$ cat src/design/kdlp_pkg.sv
// Package: item types, register indexes and reset values for the key qualifier.
`default_nettype none
package kdlp_pkg;

  localparam int unsigned TickW = 32;
  localparam int unsigned TimeW = 16;
  localparam int unsigned CfgIdxW = 2;
  localparam int unsigned CfgDataW = TimeW;

  localparam logic [CfgIdxW-1:0] REG_ACTIVE_HIGH = 2'd0;
  localparam logic [CfgIdxW-1:0] REG_DEBOUNCE = 2'd1;
  localparam logic [CfgIdxW-1:0] REG_LONG_PRESS = 2'd2;
  localparam logic [CfgIdxW-1:0] REG_REPEAT = 2'd3;

  localparam logic RstActiveHigh = 1'b0;
  localparam logic [TimeW-1:0] RstDebounce = 16'd20;
  localparam logic [TimeW-1:0] RstLongPress = 16'd1000;
  localparam logic [TimeW-1:0] RstRepeat = 16'd200;

  typedef enum logic [1:0] {
    KM_IDLE   = 2'd0,
    KM_SETTLE = 2'd1,
    KM_HELD   = 2'd2,
    KM_LONG   = 2'd3
  } key_mode_t;

  typedef struct packed {
    logic             pin_level;
    logic [TickW-1:0] now_tick;
  } in_item_t;

  typedef struct packed {
    logic      press_event;
    logic      long_press_event;
    logic [1:0] key_mode;
  } out_item_t;

endpackage
`default_nettype wire

$ cat src/design/key_debounce_long_press.sv
// Key debounce with long-press and repeat reporting, one scan item per cycle unless out_ready stalls.
// Each accepted item's result is registered in the output register.
// Throughput: one item per cycle; in_ready stays high while the output register
// is empty or being taken, so the one-stage output register sets the rate.
// Reset (rst_n low, synchronous): key state idle, mark tick zero, output empty,
// configuration back to active low, debounce 20, long press 1000, repeat 200.
`default_nettype none
module key_debounce_long_press (
  input  wire logic               clk,
  input  wire logic               rst_n,
  input  wire logic               in_valid,
  output logic                    in_ready,
  input  wire kdlp_pkg::in_item_t in_data,
  output logic                    out_valid,
  input  wire logic               out_ready,
  output kdlp_pkg::out_item_t     out_data,
  input  wire logic               cfg_we,
  input  wire logic [kdlp_pkg::CfgIdxW-1:0]  cfg_idx,
  input  wire logic [kdlp_pkg::CfgDataW-1:0] cfg_wdata
);
  import kdlp_pkg::*;

  logic             active_high_r;
  logic [TimeW-1:0] debounce_r;
  logic [TimeW-1:0] long_press_r;
  logic [TimeW-1:0] repeat_r;

  key_mode_t        mode_r, mode_nxt;
  logic [TickW-1:0] mark_r, mark_nxt;
  logic             out_valid_r;
  out_item_t        out_r, out_nxt;

  logic             in_fire;
  logic             active;
  logic [TickW-1:0] elapsed;

  assign in_ready  = !out_valid_r || out_ready;
  assign in_fire   = in_valid && in_ready;
  assign out_valid = out_valid_r;
  assign out_data  = out_r;

  assign active  = (in_data.pin_level == active_high_r);
  assign elapsed = in_data.now_tick - mark_r;

  always_comb begin
    mode_nxt = mode_r;
    mark_nxt = mark_r;
    out_nxt.press_event = 1'b0;
    out_nxt.long_press_event = 1'b0;
    unique case (mode_r)
      KM_IDLE: begin
        if (active) begin
          mode_nxt = KM_SETTLE;
          mark_nxt = in_data.now_tick;
        end
      end
      KM_SETTLE: begin
        if (!active) begin
          mode_nxt = KM_IDLE;
        end else if (elapsed > {{(TickW-TimeW){1'b0}}, debounce_r}) begin
          mode_nxt = KM_HELD;
          mark_nxt = in_data.now_tick;
          out_nxt.press_event = 1'b1;
        end
      end
      KM_HELD: begin
        if (!active) begin
          mode_nxt = KM_IDLE;
        end else if (elapsed >= {{(TickW-TimeW){1'b0}}, long_press_r}) begin
          mode_nxt = KM_LONG;
          mark_nxt = in_data.now_tick;
          out_nxt.long_press_event = 1'b1;
        end
      end
      KM_LONG: begin
        if (!active) begin
          mode_nxt = KM_IDLE;
        end else if (elapsed >= {{(TickW-TimeW){1'b0}}, repeat_r}) begin
          mark_nxt = in_data.now_tick;
          out_nxt.long_press_event = 1'b1;
        end
      end
      default: begin
        mode_nxt = KM_IDLE;
      end
    endcase
    out_nxt.key_mode = mode_nxt;
  end

  always_ff @(posedge clk) begin
    if (!rst_n) begin
      active_high_r <= RstActiveHigh;
      debounce_r    <= RstDebounce;
      long_press_r  <= RstLongPress;
      repeat_r      <= RstRepeat;
    end else if (cfg_we) begin
      unique case (cfg_idx)
        REG_ACTIVE_HIGH: active_high_r <= cfg_wdata[0];
        REG_DEBOUNCE:    debounce_r    <= cfg_wdata;
        REG_LONG_PRESS:  long_press_r  <= cfg_wdata;
        REG_REPEAT:      repeat_r      <= cfg_wdata;
        default: ;
      endcase
    end
  end

  always_ff @(posedge clk) begin
    if (!rst_n) begin
      mode_r      <= KM_IDLE;
      mark_r      <= '0;
      out_valid_r <= 1'b0;
    end else begin
      if (in_fire) begin
        mode_r      <= mode_nxt;
        mark_r      <= mark_nxt;
        out_valid_r <= 1'b1;
      end else if (out_ready) begin
        out_valid_r <= 1'b0;
      end
    end
  end

  always_ff @(posedge clk) begin
    if (in_fire) begin
      out_r <= out_nxt;
    end
  end

  a_press_mode: assert property (@(posedge clk) disable iff (!rst_n)
    (out_valid && out_data.press_event) |-> (out_data.key_mode == KM_HELD))
    else $error("press reported outside pressed mode");

  a_long_mode: assert property (@(posedge clk) disable iff (!rst_n)
    (out_valid && out_data.long_press_event) |-> (out_data.key_mode == KM_LONG))
    else $error("long press reported outside long-press mode");

  a_mode_tracks: assert property (@(posedge clk) disable iff (!rst_n)
    out_valid |-> (out_data.key_mode == mode_r))
    else $error("result mode differs from held key state");

  a_reset_empty: assert property (@(posedge clk)
    !rst_n |=> !out_valid)
    else $error("output not empty after reset");

endmodule
`default_nettype wire

$ cat config.mk
export PLATFORM = sky130hd
export DESIGN_NAME = key_debounce_long_press
export DESIGN_NICKNAME = d
export VERILOG_FILES = /design/src/design/kdlp_pkg.sv /design/src/design/key_debounce_long_press.sv
export SDC_FILE = /design/constraint.sdc
export NUM_CORES = 1
export LEC_CHECK = 0
export BUFFER_PORTS_ARGS = -buffer_cell sky130_fd_sc_hd__buf_2
export CAP_MARGIN = 20
export CORE_MARGIN = 5
export CORE_UTILIZATION = 40
export DETAILED_ROUTE_END_ITERATION = 10
export PLACE_DENSITY = 0.66
export SLEW_MARGIN = 20
export SYNTH_ARGS = -nofsm -noshare
export SYNTH_HDL_FRONTEND = slang
export SYNTH_SLANG_ARGS = --single-unit
$ cat constraint.sdc
create_clock -name clk -period 8.4 [get_ports clk]
set_clock_uncertainty 0.2 [all_clocks]
set_input_delay 0.84 -clock clk [delete_from_list [all_inputs] [get_ports clk]]
set_output_delay 0.84 -clock clk [all_outputs]
set_load 0.02 [all_outputs]
==> results of run 1 <==
## power breakdown
part           internal, W  switching [W]  total, W
combinational     0.000155       0.000220  0.000375
sequential        0.000440     0.00000935  0.000449
clock             0.000212       0.000180  0.000393
## critical path: stages
cell and delay [ns]:
buf_2 0.08, inv_1 0.03, ha_1 0.21, fa_1 0.39, nand2b_1 0.17, a21oi_1 0.32
o31a_1 0.21, nor2_1 0.06, o21ai_0 0.27, a21o_1 0.16, a21oi_1 0.07, xnor2_1 0.20
ha_1 0.34, nand4_1 0.07, or3_1 0.32, nor2_1 0.14, o21ai_0 0.11, o2111ai_1 0.13
o21ai_0 0.13, a311o_1 0.40, a21boi_4 0.37, buf_4 0.46, mux2i_1 0.24
## area by class of cell
cell class                      instances  share of cell area
Multi-Input combinational cell        626              0.5868
Clock inverter                          6            0.007047
Sequential cell                        88              0.2475
Timing Repair Buffer                   62             0.04331
Clock buffer                           10             0.03283
Inverter                               88             0.04538
Tap cell                              216             0.03713
## cells by family after synthesis
family / Yosys count
simple gates: 280
compound gates: 209
buf+inv: 120
flops: 88
fa+ha+maj: 80
mux: 35
xor+xnor: 22
## per-stage QoR
step | worst slack (ns) | utilization | power, W
3_5_place_dp | 2.336 | 0.4384 | 0.0008322
4_1_cts | 2.692 | 0.4566 | 0.001228
3_3_place_gp | 2.446 | 0.4384 | 0.0008281
5_1_grt | 2.258 | 0.4566 | 0.001302
2_1_floorplan | 3.284 | - | 0.0007342
6_report | 2.692 | 0.4566 | 0.001217
## flip-flops by register name, summed over array words and instances, names as in the netlist
| name | cells |
|---|---|
| debounce_r | 16 |
| active_high_r | 1 |
| repeat_r | 16 |
| out_valid | 1 |
| mark_r | 32 |
| out_data | 4 |
| mode_r | 2 |
| long_press_r | 16 |
## synthesized netlist by cell type, types with 16 or more instances
cell,instances
nand2_1,185
inv_1,88
dfxtp_1,84
ha_1,79
a21oi_1,42
a21boi_0,39
o21ai_0,38
mux2i_1,35
clkbuf_1,23
nor2_1,21
a21o_1,20
o211ai_1,16
## metal layers
metal  routed length, um  track usage
met1                7778       0.2325
met2                6817       0.2638
met3                 619      0.03302
met4                 225      0.04391
met5                   0            0
## worst paths after layout
path | end | slack, ns | cells past startpoint
worst max-delay path | mark_r[27] | 2.69 | 23
worst min-delay path | mark_r[22] | 0.26 | 2
worst max register to register | mark_r[27] | 3.00 | 21
worst min register to register | mark_r[22] | 0.26 | 2
==> flow_metrics.env, run 1 <==
export IMPL_fin_tns_setup_ns=0
export IMPL_detail_route_wl_per_cell_um=14.09
export IMPL_dieArea_mm2=0.01901
export IMPL_hp_class="flop to flop"
export IMPL_synth_area_mm2=0.006541
export IMPL_fmax_mhz=175.2
export IMPL_vias=5595
export IMPL_grt_pass1_vias=5207
export IMPL_synth_edff_count=4
export IMPL_finalNonFillerCells=1096
export IMPL_slew_violations=0
export IMPL_ys_flop_type="dfxtp_1"
export IMPL_track_usage=0.1667
export IMPL_clkLatencyLatePin_ns=0.35
export IMPL_ys_types=70
export IMPL_setup_viol=0
export IMPL_antenna_found_initial=0
export IMPL_ys_async_sr_fraction=0
export IMPL_cts_root_buf="clkbuf_16"
export IMPL_drcViolationCount=0
export IMPL_p_per_area_mw_per_mm2=167.1
export IMPL_holdBufCountCts=0
export IMPL_critPathCaptureType="flop"
export IMPL_worstSetupStartpoint="in_data[0]"
export IMPL_timing_rr_start="mark_r[0]"
export IMPL_period_needed_ns=5.708
export IMPL_cts_tree="built"
export IMPL_crit_required_ns=8.47
export IMPL_placeableCoreArea_mm2=0.01594
export IMPL_place_hpwl_mm=12.03
export IMPL_ys_ff_latch=88
export IMPL_hold_start="mark_r[22]"
export IMPL_drv_cap=0
export IMPL_placement_io_buffers=61
export IMPL_worst_pin_slew_ns=1.064
export IMPL_post_place_cells=1080
export IMPL_final_design_area_no_fill_mm2=0.007279
export IMPL_drt_iter0_markers=360
export IMPL_gp_congestion=0.9056
export IMPL_cp_max_fo=25
export IMPL_htree_levels=3
export IMPL_syn_inst=834
export IMPL_power_leakage_nw=2.988
export IMPL_numCtsBuffers=9
export IMPL_hold_violations=0
export IMPL_vdd_drop_max_mv=0.1021
export IMPL_drive_above_1_share=0.1034
export IMPL_grt_max_degree=117
export IMPL_multi_input_area_mm2=0.004272
export IMPL_yosys_top_cells_area="dfxtp_1 26%, ha_1 15%, nand2_1 11%"
export IMPL_final_common_cell="nand2_1"
export IMPL_synth_simple_area_share=0.1938
export IMPL_dr_pass1_iters=4
export IMPL_synth_compound_area_frac=0.2205
export IMPL_synthXorXnorAreaFrac=0.02946
export IMPL_hold_slack_ns=0.2560
export IMPL_clkTransAtPathRegs_ns=0.06
export IMPL_synth_area_leader_cell="dfxtp_1"
export IMPL_die_h_um=137.9
export IMPL_ff_latch_area_mm2=0.001802
export IMPL_grt_overflow=0
export IMPL_ios=62
export IMPL_wirelength_mm=15.44
export IMPL_fin_crit_sh=0.6795
export IMPL_syn2layout_area_growth_pct=11.29
export IMPL_post_dp_cell_area_mm2=0.006989
export IMPL_critPathKind="input port to flop"
export IMPL_start_util=0.4103
export IMPL_yosysWarnings=0
export IMPL_syn_nets=970
export IMPL_outcome="finished, final reports clean"
export IMPL_grt_pass1_wl_mm=25.39
export IMPL_postCtsSetupBuffers=0
export IMPL_crit_arrival_ns=5.78
export IMPL_rsz0062_at_grt="false"
export IMPL_clk_path_buf_depth=2
export IMPL_cp_start_kind="input port"
export IMPL_synthMuxAreaShare=0.05356
export IMPL_diodes=0
export IMPL_layout_cells_most_common_list="185 x nand2_1, 88 x inv_1, 84 x dfxtp_1"
export IMPL_yosysSeqAreaShare=0.2754
export IMPL_fp_dieW_um=137.9
export IMPL_ctsResizeCount=0
export IMPL_synth_area_per_cell_um2=7.843
export IMPL_clock_sinks=88
export IMPL_rows=46
export IMPL_ant_nets=0
export IMPL_nFillCells=1635
export IMPL_synth_top_area_frac=0.2571
export IMPL_synth_top_family_by_area="compound AO/OA/AOI/OAI gates"
export IMPL_synth_fa_ha_area_frac=0.1542
export IMPL_max_slew_margin=0.2908
export IMPL_fin_nets=1011
export IMPL_viasPerCell=5.105
(Power assumes the default switching activity.)
==> run 2: changes to the inputs <==
- clock period: 8.4 -> 5.4 ns (I/O delays scaled with it)
==> run 2 against run 1 <==
  * Cell count up 0.27%
  * Sequential cell count unchanged
  * Hold slack worse by 0.015 ns
  * Combinational power up 58%
  * Clock-buffer cell count unchanged
  * Via count up 2.3%
  * Critical path depth down 3
  * Register-to-register slack worse by 2.6 ns
  * Critical endpoint is now mark_r[8]
  * Non-clock buffer count up 3
  * First-iteration DRC count up 33%
==> flow_metrics.env, run 2 (synthesis results as in run 1) <==
export IMPL_outcome="finished, final reports clean"
export IMPL_clkLatencyLatePin_ns=0.35
export IMPL_syn2layout_area_growth_pct=12.45
export IMPL_antenna_found_initial=0
export IMPL_grt_overflow=0
export IMPL_slowest_delay_ns=0.41
export IMPL_timing_rr_start="mark_r[4]"
export IMPL_cts_tree="built"
export IMPL_fmax_mhz=200.6
export IMPL_placement_io_buffers=61
export IMPL_largest_register="mark_r"
export IMPL_fin_util=0.4614
export IMPL_diodes=0
export IMPL_multi_input_area_mm2=0.004272
export IMPL_hold_violations=0
export IMPL_dr_pass1_iters=5
export IMPL_clkTransAtPathRegs_ns=0.07
export IMPL_ios=62
export IMPL_htree_levels=3
export IMPL_place_hpwl_mm=12.12
export IMPL_gp_congestion=0.9082
export IMPL_fin_nets=1014
export IMPL_worst_pin_slew_ns=1.015
export IMPL_path_cells="inv_1 -> ha_1 -> a21o_1 -> a31o_1 -> o21ai_0 -> a21oi_1 -> a21o_1 -> a21oi_1 -> xnor2_1 -> ha_1 -> nand4_1 -> or3_1 -> nor2_1 -> o21ai_0 -> o2111ai_1 -> o21ai_0 -> a311o_1 -> a21boi_4 -> buf_12 -> mux2i_1"
export IMPL_nFillCells=1604
export IMPL_fin_tns_setup_ns=0
export IMPL_grtUsageMet2=0.2744
export IMPL_placeableCoreArea_mm2=0.01594
export IMPL_postCtsSetupBuffers=0
export IMPL_ff_latch_area_mm2=0.001802
export IMPL_crit_arrival_ns=5.06
export IMPL_start_util=0.4103
export IMPL_met3_usage=0.03229
export IMPL_cts_root_buf="clkbuf_16"
export IMPL_critPathKind="flop to flop"
export IMPL_rr_worst_depth=20
export IMPL_wirelength_mm=15.93
export IMPL_rsz0062_at_grt="false"
export IMPL_ctsResizeCount=0
export IMPL_busiest_layer="met2"
export IMPL_grt_max_degree=117
export IMPL_setup_viol=0
export IMPL_drv_cap=0
export IMPL_layout_cells_most_common_list="185 x nand2_1, 88 x inv_1, 84 x dfxtp_1"
export IMPL_hp_class="input port to flop"
export IMPL_track_usage=0.1743
export IMPL_p_per_area_mw_per_mm2=267.1
export IMPL_post_place_cells=1082
export IMPL_vdd_drop_max_mv=0.1622
export IMPL_r2r_end="mark_r[8]"
export IMPL_period_needed_ns=4.985
export IMPL_final_common_cell="nand2_1"
export IMPL_slew_violations=0
export IMPL_whs_endpoint="mark_r[0]"
export IMPL_cp_top_family="compound AO/OA/AOI/OAI gates"
export IMPL_cp_start_kind="flop"
export IMPL_max_slew_margin=0.3226
export IMPL_hold_start="in_data[0]"
export IMPL_whs_path_depth=3
export IMPL_grt_pass1_vias=5354
export IMPL_r2r_slack_ns=0.42
export IMPL_cp_max_fo=31
export IMPL_fp_dieW_um=137.9
export IMPL_holdBufCountCts=0
export IMPL_power_leakage_nw=3.031
export IMPL_slowest_stage="a311o_1"
export IMPL_dieArea_mm2=0.01901
export IMPL_clk_path_buf_depth=2
export IMPL_drive_above_1_share=0.1065
export IMPL_drt_iter0_markers=480
export IMPL_ant_nets=0
export IMPL_fin_crit_sh=0.9231
export IMPL_crit_required_ns=5.48
export IMPL_viasPerCell=5.207
export IMPL_finalNonFillerCells=1099
export IMPL_grt_pass1_wl_mm=26.41
export IMPL_grt_use_met1=0.2460
export IMPL_rows=46
export IMPL_drcViolationCount=0
export IMPL_clock_sinks=88
export IMPL_numCtsBuffers=9
export IMPL_detail_route_wl_per_cell_um=14.49
export IMPL_largest_register_ffs=32
export IMPL_crit_top_cell="o21ai_0"
export IMPL_vias=5722
export IMPL_die_h_um=137.9
export IMPL_critPathCaptureType="flop"
export IMPL_crit_buf_inv=2
-- run 2: cell types whose count changed in the layout (fill, tap and decap cells not counted) --
cell,before,now
bufinv_16,0,1
inv_8,1,0
buf_12,0,1
buf_16,0,1
clkinvlp_4,3,1
inv_6,1,3
buf_4,2,3
-- run 2: power breakdown --
group          switching, W  internal [W]  total, W  leakage (nW)
combinational      0.000346      0.000246  0.000592          2.16
sequential        0.0000145      0.000684  0.000699         0.725
clock              0.000297      0.000378  0.000675         0.150
-- run 2: metal layers --
metal	up-vias	part of all wire
met2	109	0.45
met5	-	0
met4	0	0.013
met3	15	0.044
li1	2987	-
met1	2611	0.50
-- run 2: through the flow --
step                setup WS (ns)  total power [W]  instance area (um2)  hold slack (ns)
finish                     0.4151         0.001965                 7356           0.2408
global route              0.07743         0.002092                 7356           0.2352
CTS                        0.4725         0.001976                 7328           0.2311
detailed placement         0.1235         0.001298                 7017           0.2474
global placement           0.2404         0.001292                 7017           0.2411
floorplan                  0.5842         0.001142                 6541           0.2347
-- run 2: worst max path at each step --
stage | from | endpoint | slack (ns) | cells after the start
finish | mark_r[4] | mark_r[8] | 0.42 | 20
global route | mark_r[4] | mark_r[8] | 0.08 | 20
CTS | mark_r[4] | mark_r[8] | 0.47 | 20
detailed placement | in_data[0] | mark_r[8] | 0.12 | 23
global placement | in_data[0] | mark_r[1] | 0.24 | 23
floorplan | in_data[0] | mark_r[10] | 0.58 | 22
-- run 2: cell type report --
class	instances	area share
repair buffers	65	0.05035
clock inverters	6	0.009866
well taps	216	0.03674
multi-input cells	626	0.5807
inverters	88	0.04491
flip-flops and latches	88	0.2449
clock buffers	10	0.03249
-- run 2: worst reg2reg max path, cell delays in order, from the launching register on --
cell       delay, ns
dfxtp_1         0.33
inv_1           0.04
ha_1            0.33
a21o_1          0.26
a31o_1          0.25
o21ai_0         0.38
a21oi_1         0.18
a21o_1          0.20
a21oi_1         0.16
xnor2_1         0.15
ha_1            0.35
nand4_1         0.09
or3_1           0.33
nor2_1          0.14
o21ai_0         0.11
o2111ai_1       0.13
o21ai_0         0.15
a311o_1         0.41
a21boi_4        0.21
buf_12          0.24
mux2i_1         0.27
